--- src/rtl/core/tts_pkg.sv ---
// Shared constants, codes and control structs for the timed task slot table.
// Used by tts_ctrl, tts_datapath and timed_task_slot_table_top; no dependencies.
package tts_pkg;

  localparam int NUM_SLOTS   = 16;
  localparam int IDX_W       = $clog2(NUM_SLOTS);
  localparam int MAX_HANDLED = 16;
  localparam int HCNT_W      = $clog2(MAX_HANDLED + 1);
  localparam int CD_W        = 20;

  localparam logic [CD_W-1:0] SEC_PER_HOUR = CD_W'(3600);
  localparam logic [CD_W-1:0] SEC_PER_MIN  = CD_W'(60);

  localparam logic [2:0] OP_ADD         = 3'd0;
  localparam logic [2:0] OP_REMOVE      = 3'd1;
  localparam logic [2:0] OP_REMOVE_TYPE = 3'd2;
  localparam logic [2:0] OP_SET_STATUS  = 3'd3;
  localparam logic [2:0] OP_DELAY       = 3'd4;
  localparam logic [2:0] OP_TICK        = 3'd5;

  localparam logic [2:0] ST_FREE    = 3'd0;
  localparam logic [2:0] ST_PENDING = 3'd1;
  localparam logic [2:0] ST_DONE    = 3'd3;
  localparam logic [2:0] ST_FAILED  = 3'd4;

  localparam logic [1:0] TYPE_CALL = 2'd1;

  localparam logic [2:0] RK_ADDED    = 3'd0;
  localparam logic [2:0] RK_FULL     = 3'd1;
  localparam logic [2:0] RK_REMOVED  = 3'd2;
  localparam logic [2:0] RK_WAS_FREE = 3'd3;
  localparam logic [2:0] RK_ACK      = 3'd4;
  localparam logic [2:0] RK_FIRED    = 3'd5;
  localparam logic [2:0] RK_TICK_END = 3'd6;

  localparam logic CFG_CALL_SIM = 1'b0;
  localparam logic CFG_POSTPONE = 1'b1;

  localparam logic [7:0] POSTPONE_RESET = 8'd60;

  typedef struct packed {
    logic capture;
    logic scan_step;
    logic edit_step;
    logic tick_end;
  } ctrl_t;

  typedef struct packed {
    logic new_is_scan;
    logic out_free;
    logic add_stop;
    logic tick_last;
  } stat_t;

endpackage

--- src/rtl/core/tts_ctrl.sv ---
// Controller state machine of the timed task slot table.
// Depends on tts_pkg for the command and status structs.
module tts_ctrl (
  input  logic           clk,
  input  logic           rst,
  input  logic           in_valid,
  output logic           in_ready,
  input  tts_pkg::stat_t stat,
  output tts_pkg::ctrl_t ctrl
);

  localparam logic [1:0] S_IDLE = 2'd0;
  localparam logic [1:0] S_SCAN = 2'd1;
  localparam logic [1:0] S_EDIT = 2'd2;
  localparam logic [1:0] S_TEND = 2'd3;

  logic [1:0] state;
  logic [1:0] state_next;

  assign in_ready = (state == S_IDLE) && !rst;

  always_comb begin
    state_next     = state;
    ctrl           = '0;
    case (state)
      S_IDLE: begin
        if (in_valid) begin
          ctrl.capture = 1'b1;
          state_next   = stat.new_is_scan ? S_SCAN : S_EDIT;
        end
      end
      S_SCAN: begin
        if (stat.out_free) begin
          ctrl.scan_step = 1'b1;
          if (stat.add_stop) begin
            state_next = S_IDLE;
          end else if (stat.tick_last) begin
            state_next = S_TEND;
          end
        end
      end
      S_EDIT: begin
        if (stat.out_free) begin
          ctrl.edit_step = 1'b1;
          state_next     = S_IDLE;
        end
      end
      S_TEND: begin
        if (stat.out_free) begin
          ctrl.tick_end = 1'b1;
          state_next    = S_IDLE;
        end
      end
      default: begin
        state_next = S_IDLE;
      end
    endcase
  end

  always_ff @(posedge clk) begin
    if (rst) begin
      state <= S_IDLE;
    end else begin
      state <= state_next;
    end
  end

endmodule

--- src/rtl/core/tts_datapath.sv ---
// Datapath of the timed task slot table: slot arrays, scan index, registers
// and the result register. Depends on tts_pkg; driven by tts_ctrl.
module tts_datapath (
  input  logic                clk,
  input  logic                rst,
  input  tts_pkg::ctrl_t      ctrl,
  output tts_pkg::stat_t      stat,
  input  logic                cfg_valid,
  input  logic                cfg_index,
  input  logic [7:0]          cfg_data,
  input  logic [2:0]          op,
  input  logic [3:0]          slot,
  input  logic [1:0]          job_type,
  input  logic                time_mode,
  input  logic [7:0]          hours,
  input  logic [7:0]          minutes,
  input  logic [31:0]         target_time,
  input  logic [31:0]         now_time,
  input  logic [2:0]          new_status,
  input  logic [7:0]          delay_seconds,
  output logic                out_valid,
  input  logic                out_ready,
  output logic [2:0]          reply_kind,
  output logic [3:0]          slot_index,
  output logic [1:0]          fired_type,
  output logic                last
);

  localparam int N = tts_pkg::NUM_SLOTS;
  localparam int W = tts_pkg::IDX_W;

  logic [2:0]  slot_status [N];
  logic [1:0]  slot_type [N];
  logic [31:0] slot_due_time [N];

  logic                        call_simulation;
  logic [7:0]                  postpone_seconds;

  logic [2:0]                  op_r;
  logic [3:0]                  slot_r;
  logic [1:0]                  jtype_r;
  logic                        mode_r;
  logic [31:0]                 target_r;
  logic [31:0]                 now_r;
  logic [2:0]                  nstat_r;
  logic [7:0]                  dsec_r;
  logic [tts_pkg::CD_W-1:0]    countdown;
  logic [W-1:0]                idx;
  logic [tts_pkg::HCNT_W-1:0]  handled;
  logic [N-1:0]                done_mask;

  logic [2:0]  cur_status;
  logic [1:0]  cur_type;
  logic [31:0] cur_due;
  logic        at_last;
  logic        is_add;
  logic        in_range;
  logic        fire;
  logic        postpone;
  logic        emit;
  logic [2:0]  emit_kind;
  logic [3:0]  emit_index;
  logic [1:0]  emit_type;
  logic        emit_last;

  assign cur_status = slot_status[idx];
  assign cur_type   = slot_type[idx];
  assign cur_due    = slot_due_time[idx];
  assign at_last    = (idx == W'(N - 1));
  assign is_add     = (op_r == tts_pkg::OP_ADD);
  assign in_range   = (32'(slot_r) < 32'(N));
  assign fire       = (cur_status == tts_pkg::ST_PENDING) && (now_r >= cur_due) &&
                      (handled < tts_pkg::HCNT_W'(tts_pkg::MAX_HANDLED));
  assign postpone   = (cur_type == tts_pkg::TYPE_CALL) && call_simulation;

  assign stat.new_is_scan = (op == tts_pkg::OP_ADD) || (op == tts_pkg::OP_TICK);
  assign stat.out_free    = !out_valid || out_ready;
  assign stat.add_stop    = is_add && ((cur_status == tts_pkg::ST_FREE) || at_last);
  assign stat.tick_last   = !is_add && at_last;

  always_comb begin
    emit       = 1'b0;
    emit_kind  = tts_pkg::RK_ACK;
    emit_index = 4'd0;
    emit_type  = 2'd0;
    emit_last  = 1'b1;
    if (ctrl.scan_step) begin
      if (is_add) begin
        if (cur_status == tts_pkg::ST_FREE) begin
          emit       = 1'b1;
          emit_kind  = tts_pkg::RK_ADDED;
          emit_index = 4'(idx);
        end else if (at_last) begin
          emit      = 1'b1;
          emit_kind = tts_pkg::RK_FULL;
        end
      end else if (fire && !postpone) begin
        emit       = 1'b1;
        emit_kind  = tts_pkg::RK_FIRED;
        emit_index = 4'(idx);
        emit_type  = cur_type;
        emit_last  = 1'b0;
      end
    end else if (ctrl.tick_end) begin
      emit      = 1'b1;
      emit_kind = tts_pkg::RK_TICK_END;
    end else if (ctrl.edit_step) begin
      emit = 1'b1;
      if (op_r == tts_pkg::OP_REMOVE) begin
        emit_index = slot_r;
        if (in_range && (cur_status != tts_pkg::ST_FREE)) begin
          emit_kind = tts_pkg::RK_REMOVED;
        end else begin
          emit_kind = tts_pkg::RK_WAS_FREE;
        end
      end
    end
  end

  always_ff @(posedge clk) begin
    if (rst) begin
      call_simulation  <= 1'b0;
      postpone_seconds <= tts_pkg::POSTPONE_RESET;
    end else if (cfg_valid) begin
      case (cfg_index)
        tts_pkg::CFG_CALL_SIM: call_simulation  <= cfg_data[0];
        tts_pkg::CFG_POSTPONE: postpone_seconds <= cfg_data;
        default: begin
        end
      endcase
    end
  end

  always_ff @(posedge clk) begin
    if (ctrl.capture) begin
      op_r      <= op;
      slot_r    <= slot;
      jtype_r   <= job_type;
      mode_r    <= time_mode;
      target_r  <= target_time;
      now_r     <= now_time;
      nstat_r   <= new_status;
      dsec_r    <= delay_seconds;
      countdown <= tts_pkg::CD_W'(hours) * tts_pkg::SEC_PER_HOUR +
                   tts_pkg::CD_W'(minutes) * tts_pkg::SEC_PER_MIN;
    end
  end

  always_ff @(posedge clk) begin
    if (rst) begin
      idx       <= '0;
      handled   <= '0;
      done_mask <= '0;
    end else if (ctrl.capture) begin
      idx       <= stat.new_is_scan ? '0 : W'(slot);
      handled   <= '0;
      done_mask <= '0;
    end else if (ctrl.scan_step) begin
      idx <= idx + W'(1);
      if (!is_add) begin
        if (fire) begin
          handled <= handled + tts_pkg::HCNT_W'(1);
        end
        done_mask[idx] <= (fire && !postpone) || (cur_status == tts_pkg::ST_DONE) ||
                          (cur_status == tts_pkg::ST_FAILED);
      end
    end
  end

  always_ff @(posedge clk) begin
    if (rst) begin
      for (int i = 0; i < N; i++) begin
        slot_status[i]   <= tts_pkg::ST_FREE;
        slot_type[i]     <= 2'd0;
        slot_due_time[i] <= 32'd0;
      end
    end else if (ctrl.scan_step) begin
      if (is_add) begin
        if (cur_status == tts_pkg::ST_FREE) begin
          slot_status[idx]   <= tts_pkg::ST_PENDING;
          slot_type[idx]     <= jtype_r;
          slot_due_time[idx] <= mode_r ? now_r + 32'(countdown) : target_r;
        end
      end else if (fire) begin
        if (postpone) begin
          slot_due_time[idx] <= cur_due + 32'(postpone_seconds);
        end else begin
          slot_status[idx] <= tts_pkg::ST_DONE;
        end
      end
    end else if (ctrl.tick_end) begin
      if (handled != '0) begin
        for (int i = 0; i < N; i++) begin
          if (done_mask[i]) begin
            slot_status[i] <= tts_pkg::ST_FREE;
            slot_type[i]   <= 2'd0;
          end
        end
      end
    end else if (ctrl.edit_step) begin
      case (op_r)
        tts_pkg::OP_REMOVE: begin
          if (in_range) begin
            slot_status[idx] <= tts_pkg::ST_FREE;
            slot_type[idx]   <= 2'd0;
          end
        end
        tts_pkg::OP_REMOVE_TYPE: begin
          for (int i = 0; i < N; i++) begin
            if (slot_type[i] == jtype_r) begin
              slot_status[i] <= tts_pkg::ST_FREE;
              slot_type[i]   <= 2'd0;
            end
          end
        end
        tts_pkg::OP_SET_STATUS: begin
          if (in_range) begin
            slot_status[idx] <= nstat_r;
          end
        end
        tts_pkg::OP_DELAY: begin
          if (in_range) begin
            slot_due_time[idx] <= cur_due + 32'(dsec_r);
          end
        end
        default: begin
        end
      endcase
    end
  end

  always_ff @(posedge clk) begin
    if (rst) begin
      out_valid <= 1'b0;
    end else if (emit) begin
      out_valid <= 1'b1;
    end else if (out_ready) begin
      out_valid <= 1'b0;
    end
  end

  always_ff @(posedge clk) begin
    if (emit) begin
      reply_kind <= emit_kind;
      slot_index <= emit_index;
      fired_type <= emit_type;
      last       <= emit_last;
    end
  end

endmodule

--- src/rtl/core/timed_task_slot_table_top.sv ---
// Top level of the timed task slot table: joins the controller and datapath.
// Depends on tts_pkg, tts_ctrl and tts_datapath.
//
//   channel  handshake               payload
//   in       in_valid / in_ready     op .. delay_seconds
//   out      out_valid / out_ready   reply_kind, slot_index, fired_type, last
//   cfg      cfg_valid / cfg_ready   cfg_index, cfg_data
//
// Items are taken one at a time. Add walks the slots in index order and stops
// at the first free slot or at the last slot; a tick always walks all slots,
// one scan step per slot after entry, then a tick-end step. Other ops take one edit step.
// A stalled result register holds the walk until the transfer completes.
// Synchronous reset frees all slots and loads the register defaults at once.
// Both input channels hold ready low while reset is asserted.
module timed_task_slot_table_top (
  input  logic        clk,
  input  logic        rst,
  input  logic        in_valid,
  output logic        in_ready,
  input  logic [2:0]  op,
  input  logic [3:0]  slot,
  input  logic [1:0]  job_type,
  input  logic        time_mode,
  input  logic [7:0]  hours,
  input  logic [7:0]  minutes,
  input  logic [31:0] target_time,
  input  logic [31:0] now_time,
  input  logic [2:0]  new_status,
  input  logic [7:0]  delay_seconds,
  output logic        out_valid,
  input  logic        out_ready,
  output logic [2:0]  reply_kind,
  output logic [3:0]  slot_index,
  output logic [1:0]  fired_type,
  output logic        last,
  input  logic        cfg_valid,
  output logic        cfg_ready,
  input  logic        cfg_index,
  input  logic [7:0]  cfg_data
);

  tts_pkg::ctrl_t ctrl;
  tts_pkg::stat_t stat;

  assign cfg_ready = !rst;

  tts_ctrl u_ctrl (
    .clk      (clk),
    .rst      (rst),
    .in_valid (in_valid),
    .in_ready (in_ready),
    .stat     (stat),
    .ctrl     (ctrl)
  );

  tts_datapath u_datapath (
    .clk           (clk),
    .rst           (rst),
    .ctrl          (ctrl),
    .stat          (stat),
    .cfg_valid     (cfg_valid),
    .cfg_index     (cfg_index),
    .cfg_data      (cfg_data),
    .op            (op),
    .slot          (slot),
    .job_type      (job_type),
    .time_mode     (time_mode),
    .hours         (hours),
    .minutes       (minutes),
    .target_time   (target_time),
    .now_time      (now_time),
    .new_status    (new_status),
    .delay_seconds (delay_seconds),
    .out_valid     (out_valid),
    .out_ready     (out_ready),
    .reply_kind    (reply_kind),
    .slot_index    (slot_index),
    .fired_type    (fired_type),
    .last          (last)
  );

endmodule
--- config.mk ---
export PLATFORM = sky130hd
export DESIGN_NAME = timed_task_slot_table_top
export DESIGN_NICKNAME = d
export VERILOG_FILES = /design/src/rtl/core/tts_pkg.sv /design/src/rtl/core/tts_ctrl.sv /design/src/rtl/core/tts_datapath.sv /design/src/rtl/core/timed_task_slot_table_top.sv
export SDC_FILE = /design/constraint.sdc
export NUM_CORES = 1
export LEC_CHECK = 0
export ABC_AREA = 1
export BUFFER_PORTS_ARGS = -buffer_cell sky130_fd_sc_hd__buf_2
export CAP_MARGIN = 20
export CORE_UTILIZATION = 25
export CTS_BUF_LIST = sky130_fd_sc_hd__clkbuf_2 sky130_fd_sc_hd__clkbuf_4 sky130_fd_sc_hd__clkbuf_8
export CTS_CLUSTER_DIAMETER = 200
export DETAILED_ROUTE_END_ITERATION = 10
export HOLD_SLACK_MARGIN = 0.08
export PLACE_DENSITY_LB_ADDON = 0.15
export SLEW_MARGIN = 10
export SYNTH_ARGS = -nofsm -noshare
export SYNTH_HDL_FRONTEND = slang
export SYNTH_SLANG_ARGS = --single-unit
--- constraint.sdc ---
create_clock -name clk -period 11.3 [get_ports clk]
set_input_delay 2.26 -clock clk [delete_from_list [all_inputs] [get_ports clk]]
set_output_delay 2.26 -clock clk [all_outputs]
set_load 0.05 [all_outputs]
==> impl.org, run 1 <==
** Yosys
- Number of enable flip-flop cells after synthesis :: approximately 700
- sky130_fd_sc_hd__edfxtp_1 takes more of the synthesized area than any other cell.
- Synthesis produced a netlist with a net count of between 4000 and 5000.
- Portion of the post-synthesis area used by sequential elements :: 0.540
- Post-synthesis average cell area :: slightly above 9 sq um
- The cell count after synthesis came out at approximately 4500.
- Share of the synthesized area in the top cell type :: 0.520
- Main synth FF type :: sky130_fd_sc_hd__edfxtp_1
- Yosys printed 0 warnings.
- In the synthesized netlist the async set-or-reset flop fraction comes to 0.
- Post-synthesis register bit count :: about 750
- Post-synthesis instance area :: slightly above 0.04 sq mm
- Leading post-synthesis cells by cell area :: sky130_fd_sc_hd__edfxtp_1 52%, sky130_fd_sc_hd__nand2_1 8.9%, sky130_fd_sc_hd__nor2_1 6.8%
- Yosys cell types :: 55

** Timing
- Dividing the final minimum period by the clock period gives 0.688.
- The hold violation total from the final report was 0.
- Worst path setup slack after routing :: between 3 and 4 ns
- Unrepaired setup endpoints after global routing :: no
- Setup TNS :: 0 ns
- For the pin with the worst max-slew slack, the measured transition is approximately 1.1 ns.
- Headroom to the max-slew limit came out at 0.244.
- Worst clock skew on the final layout :: around 0.08 ns
- Setup violations remaining at the end of the flow were counted as 0.
- Number of max-slew violations in the final report :: 0
- Static timing analysis puts the maximum clock frequency at 129 MHz.
- Final period demand of the worst path :: around 8 ns

** Drt
- Wire length reported by the detailed router :: about 150000 microns
- After the first detailed-routing iteration, the DRC count stood at 2423.
- In the routed design, unresolved DRC markers number 0.
- The count of nets left with antenna violations once routing finished came out at 0.
- Via density per instance :: 4.69
- The detailed router placed approximately 32000 vias in this run.
- In the final routed layout, each cell accounts on average for ~22 microns.
- Detailed Routing Iterations Pass 1 :: 6

** Floorplan
- The die is approximately 400 microns wide.
- Area of the placeable core :: around 0.16 sq mm
- For this design the top-level I/O count stands at ~130.
- The floorplan step defined a die boundary enclosing ~0.16 sq mm.
- Vertical die dimension :: just over 400 microns
- The initialized floorplan defines about 150 standard-cell rows.
- Starting utilization of the core area :: 0.253

** Cells and area
- Design Area, Final :: around 0.046 sq mm
- Of the cells placed in the final design, the portion with a size suffix greater than 1 is 0.130.
- Layout fillers :: 17400
- Synth-to-layout area growth :: 13.4%
- After the last flow step, the layout net total stands at just under 5000.

** Placement
- OpenSTA, run right after detailed placement, puts the worst setup slack at 3.28 ns.
- Placer congestion estimate :: around 0.84
- Once detailed placement completed, the half-perimeter wirelength came to about 99000 microns.
- Count of input and output buffers :: 127
- Once placement finished, the instance area stood at ~0.043 sq mm.

** CTS
- Count of buffers added by post-CTS timing repair for setup :: 0
- Clock-pin slew on the worst setup and hold paths :: 0.05 ns
- Maximum clock path buffer count :: 3
- For the worst-skew pair, the clock arrives at the later sink with an insertion delay of 0.89 ns.
- Gates resized, CTS repair :: 0
- TritonCTS built the clock tree.
- CTS built an H-tree with a depth of 4.
- Sink Count :: 746
- Clock tree synthesis selected as its root buffer the cell sky130_fd_sc_hd__clkbuf_8.
- Number of buffers created by CTS :: around 140
- Hold buffer count at CTS :: 0

** Worst setup path
- Measured in cells, the most critical reg-to-reg path has a length of 22.
- Required time of the critical path :: approximately 12 ns
- The worst setup path is launched from a register.
- In this run the critical register-to-register path is captured at u_datapath.slot_due_time[11][20].
- Arrival time worst endpoint :: 8.07 ns
- Highest net fanout along the worst path :: between 100 and 150
- The critical path in this run is classified as reg2reg.
- Critical Path Sink Type :: register
- Flop-to-flop setup slack :: between 3 and 4 ns

** Global route
- In the global route stage, met3 resource usage came out at 0.0285.
- Via count of the first global-routing pass :: between 30000 and 40000
- In the global route stage, overall resource usage came out at 0.180.
- Most Crowded Layer GR :: met2
- Met2 track utilization from global routing :: 0.287
- Wire length of the first global-routing pass :: 219000 microns
- Largest net degree at the start of global routing :: around 140
- The number of antenna violations at the first check in global routing is 6.
- Overflow after GRT :: 0
- Met1 capacity usage during global routing :: 0.251

** Worst hold path
- Start point of the worst hold path :: u_datapath.handled[3]
- Number of instances on the worst hold path :: 2
- The worst hold path belongs to the class reg2reg.
- Hold Crit Endpoint :: u_datapath.handled[4]

** Job
- Number of maximum-capacitance constraint violations :: 0

** Outcome
- The run finished with clean final reports.

** Power
- Worst IR drop on VDD :: about 0.00017 V
- Leak Pwr :: 18.4 nW
- Power density normalized to cell area :: roughly 250 mW/mm^2
final cells by class:
cell class | instances | area [sq um] | share of cell area
sequential | 746 | 22000 | 0.476
antenna | 1 | 2.50 | 0.0000542
multi-input combinational | 3097 | 16000 | 0.346
inverter | 362 | 1370 | 0.0297
timing repair buffer | 190 | 1230 | 0.0266
clock inverter | 54 | 419 | 0.00907
tap | 2160 | 2700 | 0.0585
clock buffer | 203 | 2470 | 0.0534
per-stage QoR:
step	power [mW]	utilization	hold WS, ns	std cells
final	11.5	0.287	0.459	6813
after floorplan	7.02	-	0.439	4461
after CTS	11.7	0.286	0.460	6809
after global placement	8.85	0.268	0.449	6549
after global routing	12.3	0.287	0.513	6813
after detailed placement	8.84	0.268	0.452	6552
worst max path at each step:
stage	end	cells after the start	from
detailed placement	u_datapath.slot_due_time[10][21]	22	register
finish	u_datapath.slot_due_time[11][20]	22	register
global route	u_datapath.slot_due_time[13][19]	22	register
CTS	u_datapath.slot_due_time[10][20]	22	register
floorplan	u_datapath.done_mask[10]	8	in_valid
global placement	u_datapath.slot_due_time[10][21]	22	register
sequential cells by signal, indices dropped and copies added (netlist names), 2 cells and up, named ones only:
name                         count
u_datapath.slot_due_time       512
u_datapath.slot_status          48
u_datapath.now_r                32
u_datapath.slot_type            32
u_datapath.target_r             32
u_datapath.countdown            18
u_datapath.done_mask            16
u_datapath.dsec_r                8
u_datapath.postpone_seconds      8
u_datapath.handled               5
u_datapath.idx                   4
u_datapath.slot_index            4
u_datapath.slot_r                4
u_datapath.nstat_r               3
u_datapath.op_r                  3
u_datapath.reply_kind            3
u_ctrl.state                     2
u_datapath.fired_type            2
u_datapath.jtype_r               2
layer usage:
layer	vias up	part of all wire
met5	-	0.00042
met1	15700	0.47
met2	808	0.46
met3	193	0.046
met4	10	0.024
li1	15200	-
power by group:
part,switching [mW],internal [mW],total (mW)
Combinational,3.88,1.38,5.25
Sequential,0.198,3.31,3.51
Clock,1.25,1.51,2.77
Total,5.33,6.20,11.5
kinds of logic (layout without fill, tap and decap cells):
family / Yosys count / in the layout / share of synthesized area
AO/OA/AOI/OAI: 679 / 679 / 0.0993
other: 0 / 1 / 0
AND/OR/NAND/NOR: 2169 / 2169 / 0.218
buffers and inverters: 618 / 809 / 0.0703
adder cells (fa/ha/maj): 159 / 159 / 0.0534
multiplexers: 2 / 2 / 0.000522
flip-flops: 746 / 746 / 0.540
XOR/XNOR: 88 / 88 / 0.0189
layout by cell type (no fill, tap or decap), types with 5 or more instances in the layout:
cell type,n
sky130_fd_sc_hd__a21oi_1,246
sky130_fd_sc_hd__a21oi_2,50
sky130_fd_sc_hd__a311oi_1,14
sky130_fd_sc_hd__a31oi_1,5
sky130_fd_sc_hd__buf_12,6
sky130_fd_sc_hd__buf_2,127
sky130_fd_sc_hd__buf_4,54
sky130_fd_sc_hd__clkbuf_4,52
sky130_fd_sc_hd__clkbuf_8,151
sky130_fd_sc_hd__clkinv_1,28
sky130_fd_sc_hd__clkinv_2,14
sky130_fd_sc_hd__dfxtp_1,37
sky130_fd_sc_hd__edfxtp_1,705
sky130_fd_sc_hd__fa_1,25
sky130_fd_sc_hd__ha_1,134
sky130_fd_sc_hd__inv_1,348
sky130_fd_sc_hd__inv_2,8
sky130_fd_sc_hd__inv_6,6
sky130_fd_sc_hd__nand2_1,939
sky130_fd_sc_hd__nand2_2,56
sky130_fd_sc_hd__nand3_1,343
sky130_fd_sc_hd__nand3_2,5
sky130_fd_sc_hd__nand3b_1,5
sky130_fd_sc_hd__nand4_1,20
sky130_fd_sc_hd__nor2_1,732
sky130_fd_sc_hd__nor2_2,26
sky130_fd_sc_hd__nor3_1,23
sky130_fd_sc_hd__o211ai_1,41
sky130_fd_sc_hd__o21ai_0,201
sky130_fd_sc_hd__o21ai_1,29
sky130_fd_sc_hd__o21ai_2,14
sky130_fd_sc_hd__o21bai_1,7
sky130_fd_sc_hd__o221ai_1,37
sky130_fd_sc_hd__o22ai_1,8
sky130_fd_sc_hd__or2_2,11
sky130_fd_sc_hd__xnor2_1,46
sky130_fd_sc_hd__xor2_1,42
worst max-delay path, cell delays in order (launching register included):
cell and delay (ns):
sky130_fd_sc_hd__dfxtp_4 0.54, sky130_fd_sc_hd__inv_8 0.68, sky130_fd_sc_hd__buf_4 0.62, sky130_fd_sc_hd__o21ai_0 0.16, sky130_fd_sc_hd__o221ai_1 0.19, sky130_fd_sc_hd__nand3_1 0.27, sky130_fd_sc_hd__nand2_1 0.28, sky130_fd_sc_hd__inv_1 0.07
sky130_fd_sc_hd__ha_1 0.30, sky130_fd_sc_hd__a21oi_1 0.16, sky130_fd_sc_hd__nand2_1 0.06, sky130_fd_sc_hd__o21ai_0 0.21, sky130_fd_sc_hd__nand2_1 0.16, sky130_fd_sc_hd__nand2_1 0.09, sky130_fd_sc_hd__nand2_1 0.05, sky130_fd_sc_hd__nand2_1 0.05
sky130_fd_sc_hd__nand3_1 0.12, sky130_fd_sc_hd__nand2_1 0.14, sky130_fd_sc_hd__nor2_2 0.06, sky130_fd_sc_hd__nand2_2 0.41, sky130_fd_sc_hd__nand3_2 0.63, sky130_fd_sc_hd__nand2_2 0.95, sky130_fd_sc_hd__nand2_2 0.87
cells in the mapped netlist (2+ instances only):
| master | number |
|---|---|
| sky130_fd_sc_hd__nand3b_1 | 5 |
| sky130_fd_sc_hd__clkbuf_1 | 89 |
| sky130_fd_sc_hd__a221oi_1 | 2 |
| sky130_fd_sc_hd__nand2_2 | 24 |
| sky130_fd_sc_hd__nand3_2 | 5 |
| sky130_fd_sc_hd__o21bai_1 | 7 |
| sky130_fd_sc_hd__ha_1 | 134 |
| sky130_fd_sc_hd__o22ai_1 | 8 |
| sky130_fd_sc_hd__o21ai_1 | 29 |
| sky130_fd_sc_hd__a21oi_1 | 246 |
| sky130_fd_sc_hd__a21boi_0 | 4 |
| sky130_fd_sc_hd__o21a_1 | 4 |
| sky130_fd_sc_hd__xnor2_1 | 46 |
| sky130_fd_sc_hd__a21o_1 | 4 |
| sky130_fd_sc_hd__inv_1 | 349 |
| sky130_fd_sc_hd__o221ai_1 | 37 |
| sky130_fd_sc_hd__buf_2 | 81 |
| sky130_fd_sc_hd__o21ai_0 | 202 |
| sky130_fd_sc_hd__edfxtp_1 | 705 |
| sky130_fd_sc_hd__o211ai_1 | 41 |
| sky130_fd_sc_hd__a21oi_2 | 50 |
| sky130_fd_sc_hd__buf_1 | 6 |
| sky130_fd_sc_hd__xor2_1 | 42 |
| sky130_fd_sc_hd__fa_1 | 25 |
| sky130_fd_sc_hd__nand2_1 | 971 |
| sky130_fd_sc_hd__nand3_1 | 343 |
| sky130_fd_sc_hd__o21ai_2 | 14 |
| sky130_fd_sc_hd__and2_1 | 3 |
| sky130_fd_sc_hd__inv_2 | 6 |
| sky130_fd_sc_hd__or2_2 | 11 |
| sky130_fd_sc_hd__a311oi_1 | 14 |
| sky130_fd_sc_hd__buf_4 | 42 |
| sky130_fd_sc_hd__nor2_2 | 25 |
| sky130_fd_sc_hd__a31oi_1 | 5 |
| sky130_fd_sc_hd__o31ai_1 | 3 |
| sky130_fd_sc_hd__nand4_1 | 20 |
| sky130_fd_sc_hd__a41oi_1 | 2 |
| sky130_fd_sc_hd__inv_4 | 2 |
| sky130_fd_sc_hd__dfxtp_1 | 41 |
| sky130_fd_sc_hd__o2111ai_1 | 2 |
| sky130_fd_sc_hd__buf_6 | 37 |
| sky130_fd_sc_hd__clkinv_1 | 5 |
| sky130_fd_sc_hd__nor2_1 | 735 |
| sky130_fd_sc_hd__nor3_1 | 23 |
| sky130_fd_sc_hd__nor4_1 | 2 |
No activity file was read; power rests on OpenSTA's default activity.
==> run 2, diff against run 1 <==
- ABC_AREA: 1 -> 0
- clock period: 11.3 -> 6.4 ns (I/O delays scaled with it)
==> run 2 against run 1 <==
Sequential power increased by 68%. Routed wire length decreased by 6.0%. Die area decreased by 5.9%. Maximum frequency is 31% higher. Clock power increased by 68%. Largest cell class unchanged. Worst setup slack worse by 3.1 ns. Clock skew fell by 0.042 ns. Sequential share of layout area grew 1.3 points. Combinational power shrank 18%. Non-clock buffer count rose by 94. Area after synthesis fell by 6.0%.
==> impl.org, run 2 <==
** Floorplan
- For this configuration, the core starts out at a cell density of 0.252.
- Width of the die :: between 300 and 400 microns
- The die covers ~0.15 sq mm.
- Row Count :: between 100 and 150
- In this run the count of I/O pins placed on the die edge is 128.
- In this run the vertical extent of the chip is slightly below 400 microns.
- The total area inside the core boundary comes to 0.152 sq mm.

** Cells and area
- Most common cell after layout, fill and taps aside :: sky130_fd_sc_hd__edfxtp_1
- Max reg flops :: roughly 510
- In the final layout, the share of cells above drive strength 1 is 0.252.
- Leading registers by flop count :: u_datapath.slot_due_time (512), u_datapath.slot_status (48)
- u_datapath.slot_due_time holds more flip-flops than any other register.
- Layout fillers :: between 15000 and 20000
- Summing all flip-flop and latch instances after layout gives 0.0220 sq mm.
- Most frequent cells in the layout :: 705 x sky130_fd_sc_hd__edfxtp_1, 608 x sky130_fd_sc_hd__nor2_1, 153 x sky130_fd_sc_hd__clkbuf_8
- Number of nets in the layout :: 3399
- Summing all multi-input logic gate instances after layout gives 0.0150 sq mm.
- The area growth from synthesis to layout is 17.3%.
- The finished layout holds ~5300 standard cells, fillers aside.

** Timing
- Setup violations remaining at the end of the flow were counted as 0.
- Setup repair after global routing left no endpoint under its margin.
- Crit share post-route :: 0.928
- Hold Violations, Final :: 0
- Final period demand of the worst path :: slightly below 6 ns
- The number of max-slew violations in the final report is 0.
- The clock arrives with approximately 0.038 ns of skew.
- In the final timing run, aggregate negative setup slack is 0 ns.
- For this run, the top clock speed supported by timing is ~170 MHz.
- Headroom to the max-slew limit came out at 0.222.
- Worst slew pin tran :: roughly 1.2 ns
- Hold_ws :: roughly 0.49 ns

** Drt
- For this run, design rule violations remaining after detail routing come to 0.
- Detailed Routing Iterations Pass 1 :: 5
- The final route contains between 20000 and 30000 vias.
- Via density per instance :: 4.90
- Wire length reported by the detailed router :: around 140000 microns
- Dividing the detail-routed wire length by the instance count gives roughly 27 microns.
- Number of nets still failing antenna checks after routing :: 0
- The detailed router finished its first iteration with between 2000 and 2500 violations.

** Worst setup path
- The most numerous cell type found on the critical path is sky130_fd_sc_hd__buf_4.
- Worst-case reg-to-reg path depth :: 16
- Critical Path Sink Type :: register
- The largest single stage delay on the critical path is slightly below 0.8 ns.
- Highest net fanout along the worst path :: 16
- The slowest stage of the critical path is the sky130_fd_sc_hd__nor2_4 cell.
- For the worst setup path, the data required time is 6.97 ns.
- Arrival time worst endpoint :: roughly 6.5 ns
- The setup path with the least slack is of type reg2reg.
- Setup slack on the worst reg-to-reg path comes out at 0.46 ns.
- STA classifies the critical path startpoint as a register.
- The signal on the critical path passes through buf_4, buf_4, mux4_1, a22o_1, a221oi_2, ha_1, a21oi_1, o21ai_0, a21oi_1, o21ai_0, a31o_2, and3_1, nor2_4, mux2i_4, buf_4, nor2_1.
- The endpoint identified for the worst register-to-register timing path is u_datapath.slot_due_time[11][29].
- In this run the worst setup path terminates at u_datapath.slot_due_time[11][29].

** Placement
- The number of placed instances, taps included, is approximately 5000.
- Placer congestion estimate :: roughly 0.8
- Count of input and output buffers :: approximately 130
- Once detailed placement completed, the half-perimeter wirelength came to 93200 microns.

** Global route
- Overflow after GRT :: 0
- Wire length of the first global-routing pass :: around 200000 microns
- Largest net degree at the start of global routing :: 57
- The number of global-route vias before repair came to ~26000.
- The number of antenna violations at the first check in global routing is 1.
- All-Layer GR Usage :: 0.180

** Job
- Max-cap violations in this run came to 0.

** Yosys
- When the netlist entered floorplanning its net count stood at 3170.
- Among all flip-flop cells after synthesis, the most frequent one is sky130_fd_sc_hd__edfxtp_1.
- By instance count, the leading cell after synthesis is sky130_fd_sc_hd__edfxtp_1.
- Syn. warnings :: 0
- Most area-hungry cell type in the Yosys netlist :: sky130_fd_sc_hd__edfxtp_1
- Post-synthesis register bit count :: 746
- Number of enable flip-flop cells after synthesis :: a little over 700
- Fraction of registers with async set/reset :: 0
- Portion of the post-synthesis area used by sequential elements :: 0.574
- Mapped Cells :: 2896
- Of the post-synthesis cell area, the dominant cell type holds 0.553.
- Post-synthesis average cell area :: approximately 13 sq um
- Post-synthesis instance area :: around 0.038 sq mm
- The synthesized netlist contains between 100 and 150 unique library cells.
- Leading post-synthesis cells by cell area :: sky130_fd_sc_hd__edfxtp_1 55%, sky130_fd_sc_hd__mux4_2 8.1%, sky130_fd_sc_hd__nor2_1 6.0%
- Top cell types by occurrence after synthesis :: 705 x sky130_fd_sc_hd__edfxtp_1, 612 x sky130_fd_sc_hd__nor2_1, 138 x sky130_fd_sc_hd__mux4_2

** CTS
- For this design, the CTS-stage hold fixing added 0 buffers.
- CTS built an H-tree with a depth of 4.
- Clock latency of the later-clocked register in the worst-skew pair :: ~0.87 ns
- Sink Count :: 746
- After clock tree synthesis, the clock-pin slew on the worst setup and hold paths is around 0.06 ns.
- After clock tree synthesis, the setup repair step added 0 buffers.
- CTS Root Buffer Type :: sky130_fd_sc_hd__clkbuf_8
- Maximum clock path buffer count :: 3
- Clock tree synthesis inserted a total of 143 buffers.
- TritonCTS built the clock tree.
- Gates resized during post-CTS repair numbered 0.

** Power
- Power density normalized to cell area :: roughly 330 mW/mm^2
- Across the VDD grid, the largest voltage drop is approximately 0.00022 V.
- Total power after layout :: 14.9 mW
- In this run the static leakage power is between 15 and 20 nW.

** Worst hold path
- Start point of the worst hold path :: u_datapath.postpone_seconds[4]
- The worst hold path was traced through 2 stages.
- The worst hold path belongs to the class reg2reg.

** Outcome
- The flow ran to the end, and the final reports show no timing, DRC or antenna violations.
[run 2: area by class of cell]
cell class | count | share of cell area
sequential | 746 | 0.490
multi-input combinational | 1872 | 0.333
tap | 2030 | 0.0565
clock buffer | 196 | 0.0540
timing repair buffer | 284 | 0.0526
clock inverter | 55 | 0.00710
inverter | 78 | 0.00665
antenna | 2 | 0.000111
[run 2: layer usage]
layer  share of wire  global-route usage
met4           0.020              0.0470
met5               0                   0
met3           0.048              0.0290
met1            0.46               0.250
met2            0.47               0.289
[run 2: worst min path at each step]
stage	endpoint	slack, ns
floorplan	u_datapath.postpone_seconds[0]	0.44
global placement	u_datapath.postpone_seconds[4]	0.48
detailed placement	u_datapath.postpone_seconds[4]	0.49
CTS	u_datapath.nstat_r[0]	0.48
global route	u_datapath.postpone_seconds[7]	0.50
finish	u_datapath.postpone_seconds[4]	0.49
[run 2: per-stage QoR]
stage	setup WS, ns	cell area, sq um	utilization
6_report	0.459	44900	0.296
3_3_place_gp	0.449	42200	0.277
2_1_floorplan	0.0163	38300	-
3_5_place_dp	0.462	42200	0.277
4_1_cts	0.427	44900	0.296
5_1_grt	0.232	44900	0.296
[run 2: cells by family (layout without fill, tap and decap cells)]
family                     Yosys count  after routing  share of synthesized area
AOI/OAI and AO/OA                  440            440                     0.0846
xor gates and xnor gates            98             98                     0.0224
adders and majority gates          159            159                     0.0568
buffers and inverters              278            613                     0.0373
DFF                                746            746                      0.574
muxes                              195            195                      0.108
other                                0              2                          0
and+or+nand+nor                    980            980                      0.117
[run 2: worst max-delay path, delay by kind of cell, from the launching register on]
kind                     cells  cell delay [ns]
multiplexers                 2             0.90
AND/OR/NAND/NOR              3             1.07
buffers and inverters        3             0.81
flip-flops                   1             0.62
AO/OA/AOI/OAI                7             1.81
adder cells (fa/ha/maj)      1             0.36
[run 2: where the power goes]
part / internal [mW] / total, mW / switching [mW]
Combinational: 1.64 / 4.30 / 2.66
Sequential: 5.67 / 5.90 / 0.231
Clock: 2.50 / 4.66 / 2.16
==> run 3, diff against run 2 <==
- ABC_CLOCK_PERIOD_IN_PS: unset -> 6400
- CORE_UTILIZATION: 25 -> 49
==> run 3 against run 2 <==
Non-clock buffer count fell by 39. Worst hold slack worse by 0.015 ns. Critical path type unchanged. Die area shrank 49%. Critical path depth grew 1. Sequential power barely moved. Global-route usage grew 11 points. Combinational power down 5.6%. Clock skew fell by 0.0072 ns.
==> impl.org, run 3 (synthesized netlist as in run 2, its figures left out) <==
** Timing
- Crit share post-route :: 0.906
- After layout, the minimum clock period comes to 5.80 ns.
- Number of max-slew violations in the final report :: 0
- Unrepaired setup endpoints after global routing :: no
- Max-slew headroom :: 0.264
- Setup violations remaining at the end of the flow were counted as 0.
- Achievable frequency :: between 150 and 200 MHz
- Between clock sinks in the finished design, the worst skew comes to 0.0309 ns.
- Setup total negative slack on the finished layout was measured at 0 ns.
- At the pin with the least slew margin, the transition time is 1.10 ns.
- The hold violation total from the final report came to 0.

** Power
- Sequential fraction of design power :: 0.411
- Of the total power, combinational logic draws 0.284.
- Switching power :: 4.72 mW
- Clock share of power :: 0.305
- The design draws between 10 and 15 mW.
- The worst-case IR drop observed on VDD is approximately 0.00028 V.
- Sw frac :: 0.331
- Leak Pwr :: 15.7 nW
- Total internal power :: ~9.6 mW
- Power spread over the standard cell area amounts to around 330 mW/mm^2.

** Outcome
- The run finished with clean final reports.

** CTS
- Number of buffers created by CTS :: 130
- In this run the clock root is driven by a sky130_fd_sc_hd__clkbuf_8.
- Counting along the longest clock path gives a buffer depth of 3.
- The number of gates resized after CTS was 0.
- After clock tree synthesis, the clock-pin slew on the worst setup and hold paths is about 0.06 ns.
- After clock tree synthesis, the flow added hold-fix buffers numbering 0.
- Count of buffers added by post-CTS timing repair for setup :: 0
- Counting every sink on the clock net gives between 700 and 800.
- H-tree levels :: 4
- CTS tree :: done
- Clock latency of the later-clocked register in the worst-skew pair :: roughly 0.78 ns

** Global route
- The number of global-route vias before repair is around 26000.
- Wire length of the first global-routing pass :: between 150000 and 200000 microns
- Across every metal layer, demand over resource in global routing totals 0.292.
- Largest net degree at the start of global routing :: 65
- Overflow after GRT :: 0
- Initial antenna violation count :: 1

** Placement
- The HPWL after detailed placement is around 74000 microns.
- At the end of routability-driven placement, the weighted congestion stood at 0.938.
- Count of input and output buffers :: about 130

** Floorplan
- The die covers approximately 0.08 sq mm.
- Starting utilization of the core area :: 0.495
- Top Ports :: approximately 130
- The total area inside the core boundary comes to between 0.07 and 0.08 sq mm.
- Vertical die dimension :: between 200 and 300 microns
- The floorplan has 102 rows.
- The die is ~280 microns wide.

** Cells and area
- Most frequent cells in the layout :: 705 x sky130_fd_sc_hd__edfxtp_1, 612 x sky130_fd_sc_hd__nor2_1, 138 x sky130_fd_sc_hd__mux4_2
- The register with the most flip-flops in the layout has just over 500 of them.
- For this run, the share of the core covered by cells in the final layout is 0.553.
- Register with the most flip-flops :: u_datapath.slot_due_time
- Layout fillers :: about 6500
- Synth-to-layout area growth :: 11.8%
- The library cell used most frequently in the layout, excluding fill and tap cells, is sky130_fd_sc_hd__edfxtp_1.
- Proportion of layout cells with a drive suffix above 1 :: 0.234
- Number of nets in the layout :: roughly 3300
- Total area of multi-input combinational cells :: around 0.015 sq mm
- Storage cell area :: ~0.022 sq mm
- Leading registers by flop count :: u_datapath.slot_due_time (512), u_datapath.slot_status (48)

** Drt
- The highest metal layer carrying signal wires in the routed design is met4.
- After detailed routing, the number of remaining DRC violations is 0.
- Wire segments on met3 add up to slightly below 9000 microns in the final route.
- Wire length the detailed router placed on met1 :: approximately 45000 microns
- Detailed routing inserted a total of between 20000 and 30000 vias.
- Detailed Routing Iterations Pass 1 :: 6
- Wire segments on met2 add up to 56200 microns in the final route.
- Routed length per instance :: 26.9 microns
- After the first detailed-routing iteration, the DRC count stood at approximately 2600.
- For this block, the routed nets add up to around 110000 microns of wire.
- The detail route stage leaves a number of antenna-violating nets equal to 0.
- Via density per instance :: ~6

** Worst setup path
- The most critical setup path has its endpoint at u_datapath.slot_due_time[11][6].
- Critical Path Sink Type :: register
- In this run the worst path has a maximum fanout of 32.
- For the worst setup path, the data required time is 6.80 ns.
- The setup check on the worst reg-to-reg path leaves a slack of between 0.6 and 0.7 ns.
- Category of the critical setup timing path :: reg2reg
- Worst-case reg-to-reg path depth :: 17
- The worst setup path is launched from a register.
- The worst register-to-register path ends at u_datapath.slot_due_time[11][6].
- Arrival time worst endpoint :: between 6 and 7 ns

** Job
- Number of maximum-capacitance constraint violations :: 0

** Worst hold path
- Along the worst hold path, the cell count comes to 2.
- The min-delay analysis places its worst path in the category reg2reg.
## run 3: stage by stage
stage                     instances  hold WS (ns)  cell area [sq um]  setup WS, ns
after floorplan                2896         0.441              38300        0.0163
after global routing           4216         0.487              42800         0.222
after global placement         3980         0.460              40300         0.643
after CTS                      4214         0.477              42800         0.567
after detailed placement       3980         0.461              40300         0.617
final                          4217         0.475              42800         0.601
## run 3: worst min-delay path by stage
stage / slack (ns) / startpoint / end
2_1_floorplan: 0.44 / u_datapath.postpone_seconds[0] / u_datapath.postpone_seconds[0]
5_1_grt: 0.49 / u_datapath.postpone_seconds[6] / u_datapath.postpone_seconds[6]
3_3_place_gp: 0.46 / u_datapath.postpone_seconds[6] / u_datapath.postpone_seconds[6]
3_5_place_dp: 0.46 / u_datapath.postpone_seconds[6] / u_datapath.postpone_seconds[6]
6_report: 0.47 / u_datapath.postpone_seconds[7] / u_datapath.postpone_seconds[7]
4_1_cts: 0.48 / u_datapath.postpone_seconds[7] / u_datapath.postpone_seconds[7]
## run 3: metal layers
layer	track usage	vias up
met3	0.0541	209
met1	0.379	13200
met5	0	-
met4	0.107	0
met2	0.490	1202
li1	-	11300
## run 3: layout make-up
cell class,count,share of cell area
diodes,2,0.000117
multi-input cells,1872,0.350
inverters,78,0.00698
clock inverters,60,0.00929
repair buffers,245,0.0393
clock buffers,174,0.0505
well taps,1040,0.0304
flip-flops and latches,746,0.514
## run 3: power groups by stage
| stage | registers [mW] | clock network, mW | logic, mW |
|---|---|---|---|
| floorplan | 5.85 | 0 | 2.85 |
| global placement | 5.96 | 0 | 3.94 |
| detailed placement | 5.97 | 0 | 4.00 |
| CTS | 5.87 | 4.40 | 4.03 |
| global route | 5.89 | 4.62 | 4.38 |
| finish | 5.87 | 4.35 | 4.06 |
## run 3: worst max-delay path, stage by stage (launching register included)
cell and delay [ns]:
sky130_fd_sc_hd__dfxtp_4 0.77, sky130_fd_sc_hd__buf_4 0.39, sky130_fd_sc_hd__mux4_2 0.53, sky130_fd_sc_hd__a22oi_1 0.44, sky130_fd_sc_hd__nand2_1 0.21, sky130_fd_sc_hd__inv_1 0.11, sky130_fd_sc_hd__ha_1 0.14, sky130_fd_sc_hd__nand4_1 0.13
sky130_fd_sc_hd__nor4_1 0.38, sky130_fd_sc_hd__nand2_1 0.11, sky130_fd_sc_hd__o211ai_1 0.12, sky130_fd_sc_hd__a31o_2 0.29, sky130_fd_sc_hd__and3_4 0.23, sky130_fd_sc_hd__or3_1 0.10, sky130_fd_sc_hd__buf_4 0.36, sky130_fd_sc_hd__nand3_2 0.38
sky130_fd_sc_hd__nand2_2 0.17, sky130_fd_sc_hd__buf_4 0.51
